[src/rtl/sorted_priority_queue_macros.svh]
// Assertion macros used by the sorted priority queue RTL.
`ifndef SORTED_PRIORITY_QUEUE_MACROS_SVH
`define SORTED_PRIORITY_QUEUE_MACROS_SVH
`ifndef SYNTH
// Property that must hold at every clock edge outside reset.
`define SPQ_ASSERT(lbl, prop, msg) \
	lbl: assert property (@(posedge clk) disable iff (!arst_n) prop) \
		else $error(msg);
// Condition that must never be seen outside reset.
`define SPQ_ASSERT_NEVER(lbl, cond, msg) \
	lbl: assert property (@(posedge clk) disable iff (!arst_n) !(cond)) \
		else $error(msg);
`else
`define SPQ_ASSERT(lbl, prop, msg)
`define SPQ_ASSERT_NEVER(lbl, cond, msg)
`endif
`endif

[src/rtl/spq_pkg.sv]
// Types and constants for the sorted priority queue.
package spq_pkg;

	localparam int DATA_W = 32;
	localparam int PRIO_W = 8;
	localparam int OCC_W  = 5;
	localparam int STAT_W = 2;

	// Request codes
	localparam logic REQ_INSERT = 1'b0;
	localparam logic REQ_REMOVE = 1'b1;

	// Status codes
	localparam logic [STAT_W-1:0] ST_OK    = 2'd0;
	localparam logic [STAT_W-1:0] ST_EMPTY = 2'd1;
	localparam logic [STAT_W-1:0] ST_FULL  = 2'd2;

	typedef struct packed {
		logic              req_type;
		logic [DATA_W-1:0] item_data;
		logic [PRIO_W-1:0] item_priority;
	} req_t;

	typedef struct packed {
		logic [STAT_W-1:0] status;
		logic [DATA_W-1:0] out_data;
		logic [PRIO_W-1:0] out_priority;
		logic [OCC_W-1:0]  occupancy;
	} rsp_t;

	// One stored queue entry
	typedef struct packed {
		logic [DATA_W-1:0] data;
		logic [PRIO_W-1:0] prio;
	} entry_t;

	// Broadcast from the controller to every cell
	typedef struct packed {
		logic   ins;
		logic   rem;
		entry_t item;
	} cell_ctl_t;

endpackage

[src/rtl/sorted_priority_queue.sv]
// Sorted priority queue: a row of cells kept in descending priority order.
//
// Each request (insert or remove) raised with start is taken on that clock
// edge and answered by a single done beat in the next cycle, carrying status,
// removed data and priority, and the occupancy after the request. busy never
// rises, so one request per cycle is sustained: every cell compares its
// stored priority with the incoming one in the same cycle and shifts by one
// place, and the count register decides which cells hold live entries.
// Ties leave in arrival order. There is no back pressure on results: the
// receiver must take each done beat in the cycle it is shown.
`include "sorted_priority_queue_macros.svh"
module sorted_priority_queue
	import spq_pkg::*;
#(
	parameter int CAPACITY = 16
) (
	input  logic clk,
	input  logic arst_n,
	input  logic start,
	output logic busy,
	input  req_t req,
	output logic done,
	output rsp_t rsp
);

	localparam int CNT_W = $clog2(CAPACITY + 1);

	logic [CNT_W-1:0]    count_q;
	logic [CNT_W-1:0]    count_nxt;
	logic                accept;
	logic                full;
	logic                empty;
	logic                rem_empty;
	cell_ctl_t           ctl;
	logic [CAPACITY-1:0] keep;
	entry_t              cells [CAPACITY];
	logic                done_q;
	rsp_t                rsp_q;
	rsp_t                rsp_nxt;

	assign busy   = 1'b0;
	assign accept = start && !busy;
	assign full   = (count_q == CNT_W'(CAPACITY));
	assign empty  = (count_q == '0);

	// Broadcast control
	assign ctl.ins       = accept && (req.req_type == REQ_INSERT) && !full;
	assign ctl.rem       = accept && (req.req_type == REQ_REMOVE) && !empty;
	assign ctl.item.data = req.item_data;
	assign ctl.item.prio = req.item_priority;

	// Remove request that finds the queue empty
	assign rem_empty = accept && (req.req_type == REQ_REMOVE) && empty;

	// Row of cells, head at index 0
	for (genvar i = 0; i < CAPACITY; i++) begin : g_cell
		logic   prev_keep;
		entry_t prev_entry;
		entry_t next_entry;

		if (i == 0) begin : g_head
			assign prev_keep  = 1'b1;
			assign prev_entry = ctl.item;
		end else begin : g_body
			assign prev_keep  = keep[i-1];
			assign prev_entry = cells[i-1];
		end

		if (i == CAPACITY - 1) begin : g_tail
			assign next_entry = cells[i];
		end else begin : g_link
			assign next_entry = cells[i+1];
		end

		spq_cell u_cell (
			.clk        (clk),
			.ctl        (ctl),
			.valid      (CNT_W'(i) < count_q),
			.prev_keep  (prev_keep),
			.prev_entry (prev_entry),
			.next_entry (next_entry),
			.keep       (keep[i]),
			.entry      (cells[i])
		);
	end

	// Occupancy update
	always_comb begin
		count_nxt = count_q;
		if (ctl.ins) begin
			count_nxt = count_q + CNT_W'(1);
		end else if (ctl.rem) begin
			count_nxt = count_q - CNT_W'(1);
		end
	end

	// Result beat
	always_comb begin
		rsp_nxt.status       = ST_OK;
		rsp_nxt.out_data     = '0;
		rsp_nxt.out_priority = '0;
		rsp_nxt.occupancy    = OCC_W'(count_nxt);
		if (req.req_type == REQ_INSERT) begin
			if (full) begin
				rsp_nxt.status = ST_FULL;
			end
		end else if (empty) begin
			rsp_nxt.status = ST_EMPTY;
		end else begin
			rsp_nxt.out_data     = cells[0].data;
			rsp_nxt.out_priority = cells[0].prio;
		end
	end

	always_ff @(posedge clk or negedge arst_n) begin
		if (!arst_n) begin
			count_q <= '0;
			done_q  <= 1'b0;
		end else begin
			count_q <= count_nxt;
			done_q  <= accept;
		end
	end

	always_ff @(posedge clk) begin
		if (accept) begin
			rsp_q <= rsp_nxt;
		end
	end

	assign done = done_q;
	assign rsp  = rsp_q;

	// Checks
	`SPQ_ASSERT_NEVER(a_count_range, count_q > CNT_W'(CAPACITY), "count above capacity")
	`SPQ_ASSERT(a_one_beat, accept |=> done, "request without result beat")
	`SPQ_ASSERT(a_empty_status, rem_empty |=> (rsp.status == ST_EMPTY && empty), "bad empty status")
	`SPQ_ASSERT(a_ins_count, ctl.ins |=> (count_q == $past(count_q) + CNT_W'(1)), "count not grown")
	`SPQ_ASSERT(a_head_order, ctl.rem |=> (empty || cells[0].prio <= rsp.out_priority), "order broken")

endmodule

[src/rtl/spq_cell.sv]
// One slot of the sorted queue: holds an entry and shifts with its neighbors.
module spq_cell
	import spq_pkg::*;
(
	input  logic      clk,
	input  cell_ctl_t ctl,
	input  logic      valid,
	input  logic      prev_keep,
	input  entry_t    prev_entry,
	input  entry_t    next_entry,
	output logic      keep,
	output entry_t    entry
);

	entry_t entry_q;

	// Entry stays put on insert when it ranks equal or above the new one
	assign keep  = valid && (entry_q.prio >= ctl.item.prio);
	assign entry = entry_q;

	// Insert: hold, take the new item at the boundary, or shift right.
	// Remove: shift left.
	always_ff @(posedge clk) begin
		if (ctl.ins) begin
			if (!keep) begin
				if (prev_keep) begin
					entry_q <= ctl.item;
				end else begin
					entry_q <= prev_entry;
				end
			end
		end else if (ctl.rem) begin
			entry_q <= next_entry;
		end
	end

endmodule
[config.mk]
export PLATFORM = sky130hd
export DESIGN_NAME = sorted_priority_queue
export DESIGN_NICKNAME = d
export VERILOG_FILES = /design/src/rtl/spq_pkg.sv /design/src/rtl/sorted_priority_queue.sv /design/src/rtl/spq_cell.sv
export VERILOG_INCLUDE_DIRS = /design/src /design/src/rtl
export SDC_FILE = /design/constraint.sdc
export NUM_CORES = 2
export LEC_CHECK = 0
export BUFFER_PORTS_ARGS = -buffer_cell sky130_fd_sc_hd__buf_2
export CAP_MARGIN = 25
export CORE_UTILIZATION = 35
export CTS_BUF_LIST = sky130_fd_sc_hd__clkbuf_4
export DETAILED_ROUTE_END_ITERATION = 8
export PLACE_DENSITY_LB_ADDON = 0.1
export SKIP_LAST_GASP = 1
export SLEW_MARGIN = 40
export SYNTH_ARGS = -nofsm -noshare
export SYNTH_HDL_FRONTEND = slang
export SYNTH_SLANG_ARGS = --single-unit
export TNS_END_PERCENT = 100
[constraint.sdc]
create_clock -name clk -period 12.9 [get_ports clk]
set_input_delay 0.645 -clock clk [delete_from_list [all_inputs] [get_ports clk]]
set_output_delay 0.645 -clock clk [all_outputs]
set_load 0.01 [all_outputs]
Word-level counts from Yosys, hierarchy flattened

Cells that the tools add are included.

Bits in registers: 693
Bits of input ports: 44
Output and inout port bits: 49

Add/sub/neg operators: 2
Magnitude comparators: 32
Equal/unequal tests: 16
Mux-type cells: 65
Bitwise gates (word level): 2
Reductions and logical operators: 41

Operators with widths:

| kind                                                                         | count |
|---|---|
| 40-bit 2-to-1 mux                                                            | 60 |
| 8-bit >= comparator                                                          | 16 |
| 4-bit by 5-bit less-than comparator with 1-bit output (first input constant) | 8 |
| 2-bit AND reduction                                                          | 16 |
| 2-bit inequality test (second input constant)                                | 15 |
| 1-bit logical AND                                                            | 20 |
| 3-bit by 5-bit less-than comparator with 1-bit output (first input constant) | 4 |
| 1-bit by 5-bit less-than comparator with 1-bit output (first input constant) | 2 |
| 2-bit by 5-bit less-than comparator with 1-bit output (first input constant) | 2 |
| 5-bit 2-to-1 mux                                                             | 2 |
| 5-bit by 1-bit adder with 5-bit output (second input constant)               | 1 |
| 5-bit equality test (second input constant)                                  | 1 |
| 5-bit logical NOT                                                            | 1 |
| 5-bit by 1-bit subtractor with 5-bit output (second input constant)          | 1 |
| 2-bit 2-to-1 mux                                                             | 2 |
| 1-bit logical NOT                                                            | 2 |
| 1-bit NOT                                                                    | 2 |
| 2-bit nonzero test                                                           | 1 |
| 2-bit OR reduction                                                           | 1 |
| 1-bit 2-to-1 mux                                                             | 1 |

Longest topological paths before layout

Word-level depth: 5
Gate-level depth with buffers: 10
Depth with buffers taken out: 7

Hierarchy

A second synthesis with hierarchy kept.

Cell total of the unflattened synthesis: 3416
Area total of the unflattened synthesis: 38235.4 µm²

Modules (own cells, without submodules):

| module                | instances | cells each | area each (µm²) |
|---|---|---|---|
| spq_cell              | 16        | 203        | 2245.9 |
| sorted_priority_queue | 1         | 168        | 2301.0 |

Least setup slack after synthesis

Ideal clock, no wire load.

Kind: input to register
Start point: in req[7] (netlist name)
End point: reg g_cell[5].u_cell.entry_q, in the netlist g_cell[5].u_cell.entry[0] (enable)
Setup time: 0.493 ns
Data arrival time: 5.155 ns
Required time: 12.407 ns
Setup slack: 7.252 ns
Stages: 9
Path buffers: 2
Cell sequence: inv_1 > ha_1 > and2_1 > a221oi_1 > o21ai_1 > and2_1 > clkbuf_1 > clkbuf_1 > o21ai_0

Word-level cells in the longest chain between the ends: 4

Ends and longest elaborated chain:

| item                                   | line                        | RTL |
|---|---|---|
| from (decl)                            | sorted_priority_queue.sv:21 | `input req_t req,` |
| 8-bit >= comparator                    | spq_cell.sv:18              | `assign keep = valid && (entry_q.prio >= ctl.item.prio);` |
| 1-bit logical AND                      | spq_cell.sv:18              |  |
| 2-bit inequality test (no source line) | --                          |  |
| 2-bit AND reduction (no source line)   | --                          |  |
| to (signal assigned)                   | spq_cell.sv:27              | `entry_q <= ctl.item;` |
| to (signal assigned)                   | spq_cell.sv:29              | `entry_q <= prev_entry;` |
| to (signal assigned)                   | spq_cell.sv:33              | `entry_q <= next_entry;` |
| to (decl)                              | spq_cell.sv:15              | `entry_t entry_q;` |

Every way passes these cells.
A chain may end at the register's enable or synchronous reset.

Final worst setup path

Start point: reg count_q[1]
End point: reg g_cell[4].u_cell.entry_q, in the netlist g_cell[4].u_cell.entry[9] (data pin)

Word-level cells in the longest chain between the ends: 5
Elaborated cells on any way between the ends: 8
Those cells by class: order compare (1); eq/ne (1); mux (3); reduce/logical (3)

Ends and longest elaborated chain:

| item                                                  | line                         | RTL |
|---|---|---|
| from (decl)                                           | sorted_priority_queue.sv:28  | `logic [CNT_W-1:0] count_q;` |
| from (signal assigned)                                | sorted_priority_queue.sv:120 | `count_q <= count_nxt;` |
| 2-bit by 5-bit less-than comparator with 1-bit output | sorted_priority_queue.sv:78  | `.valid (CNT_W'(i) < count_q),` |
| 1-bit logical AND                                     | spq_cell.sv:18               |  |
| 40-bit 2-to-1 mux                                     | spq_cell.sv:26               | `if (prev_keep) begin` |
| 40-bit 2-to-1 mux                                     | spq_cell.sv:25               | `if (!keep) begin` |
| 40-bit 2-to-1 mux (*)                                 | spq_cell.sv:24               | `if (ctl.ins) begin` |
| to (signal assigned)                                  | spq_cell.sv:27               |  |
| to (signal assigned)                                  | spq_cell.sv:29               |  |
| to (signal assigned)                                  | spq_cell.sv:33               |  |
| to (decl)                                             | spq_cell.sv:15               |  |

Mark *: on every way between the ends. The rest lies on a longest branch, timed or not. The select of a mux whose other input is x is not followed.

==> results.sh <==
export IMPL_initial_core_util=0.355
export IMPL_combPwrFrac=0.271
export IMPL_rr_worst_depth=10
export IMPL_wire_per_inst_um=22.2
export IMPL_htreeDepth=4
export IMPL_tritoncts="done"
export IMPL_holdCritPathClass="in -> reg"
export IMPL_grt_use_total=0.192
export IMPL_crit_chain="inv_1 > ha_1 > a31oi_4 > buf_12 > buf_12 > buf_16 > clkbuf_8 > nand2_1 > a21oi_1 > a221o_1"
export IMPL_crit_type="reg -> reg"
export IMPL_slew_headroom=0.394
export IMPL_firstDrtPassIters=6
export IMPL_coreArea_um2=106000
export IMPL_cts_buffer_depth=3
export IMPL_r2r_slack_ps=7980
export IMPL_worstSetupEndpointType="register"
export IMPL_worstPathArrival_ps=5850
export IMPL_worstMarginPinSlew_ps=910
export IMPL_synth_top_flop_cell="edfxtp_1"
export IMPL_fillers=10300
export IMPL_r2r_start="count_q[1]"
export IMPL_cts_resized=0
export IMPL_ir_worst_vdd_mv=0.0579
export IMPL_dpl_hpwl_um=73800
export IMPL_fin_util=0.393
export IMPL_antenna_found_initial=5
export IMPL_clockPowerShare=0.268
export IMPL_die_w_um=330
export IMPL_outcome="completed"
export IMPL_setup_viol=0
export IMPL_numCtsBuffers=199
export IMPL_crit_family="buffers and inverters"
export IMPL_via_count=28400
export IMPL_start_kind="register"
export IMPL_min_from="start"
export IMPL_synthCells=3265
export IMPL_synth_cell_area_um2=37700
export IMPL_p_seq_frac=0.461
export IMPL_switching_share=0.341
export IMPL_die_h_um=330
export IMPL_routed_wl_um=107000
export IMPL_max_stage_delay_ps=720
export IMPL_finalCritPeriodShare=0.382
export IMPL_hold_viol=0
export IMPL_grt_max_degree=193
export IMPL_p_switching_mw=2.61
export IMPL_cts_sinks=693
export IMPL_pwr_density_cell_nw_per_um2=184
export IMPL_fin_worst_skew_ps=58.0
export IMPL_place_congestion=0.778
export IMPL_clkTransAtPathRegs_ps=70
export IMPL_drive_above_1_share=0.158
export IMPL_ys_ff_latch=693
export IMPL_cp_slowest_cell="clkbuf_8"
export IMPL_area_growth_pct=10.6
export IMPL_fin_crit_ps=4920
export IMPL_cts_root_buf="clkbuf_4"
export IMPL_fmax_ghz=0.203
export IMPL_crit_top_cell="buf_12"
export IMPL_vias_per_cell=5.92
export IMPL_grt_pass1_wl_um=167000
export IMPL_die_area_um2=109000
export IMPL_critPathMaxFanout=174
export IMPL_reg2reg_to="g_cell[4].u_cell.entry[9]"
export IMPL_nets=3448
export IMPL_worstHoldEndpoint="done"
export IMPL_overflow=0
export IMPL_grt_pass1_vias=27600
export IMPL_slew_viol_final=0
export IMPL_hold_worst_slack_ps=201
export IMPL_rows=119
export IMPL_synth_cell_types=48
export IMPL_ys_seq_area_frac=0.552
export IMPL_holdPathStages=2
export IMPL_p_int_mw=5.04
export IMPL_first_iter_violations=3162
export IMPL_port_buffers=91
export IMPL_final_setup_tns_ps=0
export IMPL_syn_avg_cell_area_um2=11.5
export IMPL_synth_edff_count=687
export IMPL_num_io_pins=93
export IMPL_insertion_delay_ps=1080
export IMPL_cp_num_buf_inv=5
export IMPL_post_route_drc_count=0
export IMPL_syn_num_nets=3441
export IMPL_yosysWarnings=0
export IMPL_rsz0062_at_grt="false"
export IMPL_max_cap_violations=0
export IMPL_cp_required_ps=13830
export IMPL_ant_nets=0
export IMPL_synthArstFlopShare=0.00866
export IMPL_leakagePower_nw=15.2
[cell usage after synthesis (all sizes together) (2+ instances only)]
master,number,share of area
a211o,13,0.0030
a211oi,13,0.0026
a21o,58,0.012
a21oi,519,0.069
a221o,559,0.15
a221oi,14,0.0033
a22oi,2,0.00040
a31oi,15,0.0029
a41oi,2,0.00047
and2,59,0.0098
and3,81,0.013
buf,225,0.037
clkbuf,178,0.018
dfrtp,6,0.0040
edfxtp,687,0.55
ha,132,0.044
inv,28,0.0028
mux2,40,0.012
nand2,526,0.052
nand2b,16,0.0027
nand3,6,0.00080
nand4,2,0.00033
nor2,15,0.0016
o2111ai,13,0.0030
o21ai,39,0.0052
o22ai,2,0.00033
xnor2,3,0.00070
[stage by stage]
stage          instance area (µm²)  cells  total power, mW  setup slack [ps]
2_1_floorplan                37700   3265             5.02              7250
3_3_place_gp                 38600   4416             5.54              7680
3_5_place_dp                 38700   4418             5.64              7760
4_1_cts                      41600   4791             7.72              8120
5_1_grt                      41700   4801             8.09              7650
6_report                     41700   4801             7.65              7980
[kinds of logic after synthesis]
logic type | count (synthesis) | share of synthesized area
other | 1 | 0.0000996
DFF | 693 | 0.552
buffers and inverters | 432 | 0.0578
adders and majority gates | 132 | 0.0438
and+or+nand+nor | 710 | 0.0825
xor gates and xnor gates | 3 | 0.000698
AOI/OAI and AO/OA | 1254 | 0.251
muxes | 40 | 0.0120
[sequential cells by signal, indices dropped and copies added (netlist names)]
| register | count |
|---|---|
| count_q | 5 |
| done | 1 |
| g_cell.u_cell.entry | 640 |
| rsp | 47 |
[worst max path at each step]
stage	from	to	slack (ps)	cells past startpoint
6_report	count_q[1]	g_cell[4].u_cell.entry[9]	7980	10
5_1_grt	count_q[1]	g_cell[1].u_cell.entry[26]	7650	10
2_1_floorplan	req[7]	g_cell[5].u_cell.entry[0]	7250	9
3_5_place_dp	start	g_cell[3].u_cell.entry[9]	7760	10
4_1_cts	count_q[1]	g_cell[3].u_cell.entry[9]	8120	9
3_3_place_gp	start	g_cell[2].u_cell.entry[9]	7680	10
[metal layers]
layer	global-route usage	vias to the layer above	part of all wire
met5	0	-	0.00029
met4	0.0553	4	0.016
met3	0.0412	147	0.088
met2	0.258	1382	0.40
met1	0.304	13800	0.49
li1	-	13100	-
[power groups by stage]
stage | combinational (mW) | sequential (mW) | clock [mW]
after CTS | 2.08 | 3.52 | 2.12
after detailed placement | 2.08 | 3.56 | 0
after floorplan | 1.61 | 3.42 | 0
final | 2.07 | 3.53 | 2.05
after global placement | 1.98 | 3.57 | 0
after global routing | 2.29 | 3.58 | 2.23
[what timing repair did]
item | in CTS | in global routing
buffers inserted | 0 | 0
hold buffers | 41 | 0
hold endpoints to repair | 45 | 0
[worst register-to-register path: stages (launching register included)]
cell and delay (ps):
dfrtp_1 560, inv_1 220, ha_1 380, a31oi_4 710, buf_12 590, buf_12 510, buf_16 460, clkbuf_8 850
nand2_1 210, a21oi_1 170, a221o_1 130
[layout by cell type, fill, tap and decap left out, drive strengths merged, types with 4 or more instances in the layout]
cell type	instances
edfxtp	687
a221o	559
nand2	526
a21oi	519
clkbuf	293
buf	167
ha	132
and3	81
and2	59
a21o	58
dlygate4sd3	41
mux2	40
o21ai	39
clkinv	34
inv	28
nand2b	16
a31oi	15
nor2	15
a221oi	14
a211o	13
o2111ai	13
a211oi	13
diode	7
dfrtp	6
nand3	6
clkinvlp	4
[cell type report]
type / count / area (µm²) / share of cell area
tap: 1391 / 1740 / 0.0418
clock inverter: 40 / 250 / 0.00600
timing repair buffer: 209 / 1580 / 0.0378
antenna: 7 / 17.5 / 0.000420
sequential: 693 / 20800 / 0.499
inverter: 29 / 110 / 0.00264
clock buffer: 292 / 2190 / 0.0526
multi-input combinational: 2140 / 15000 / 0.360
No activity file was read; power rests on OpenSTA's default activity.
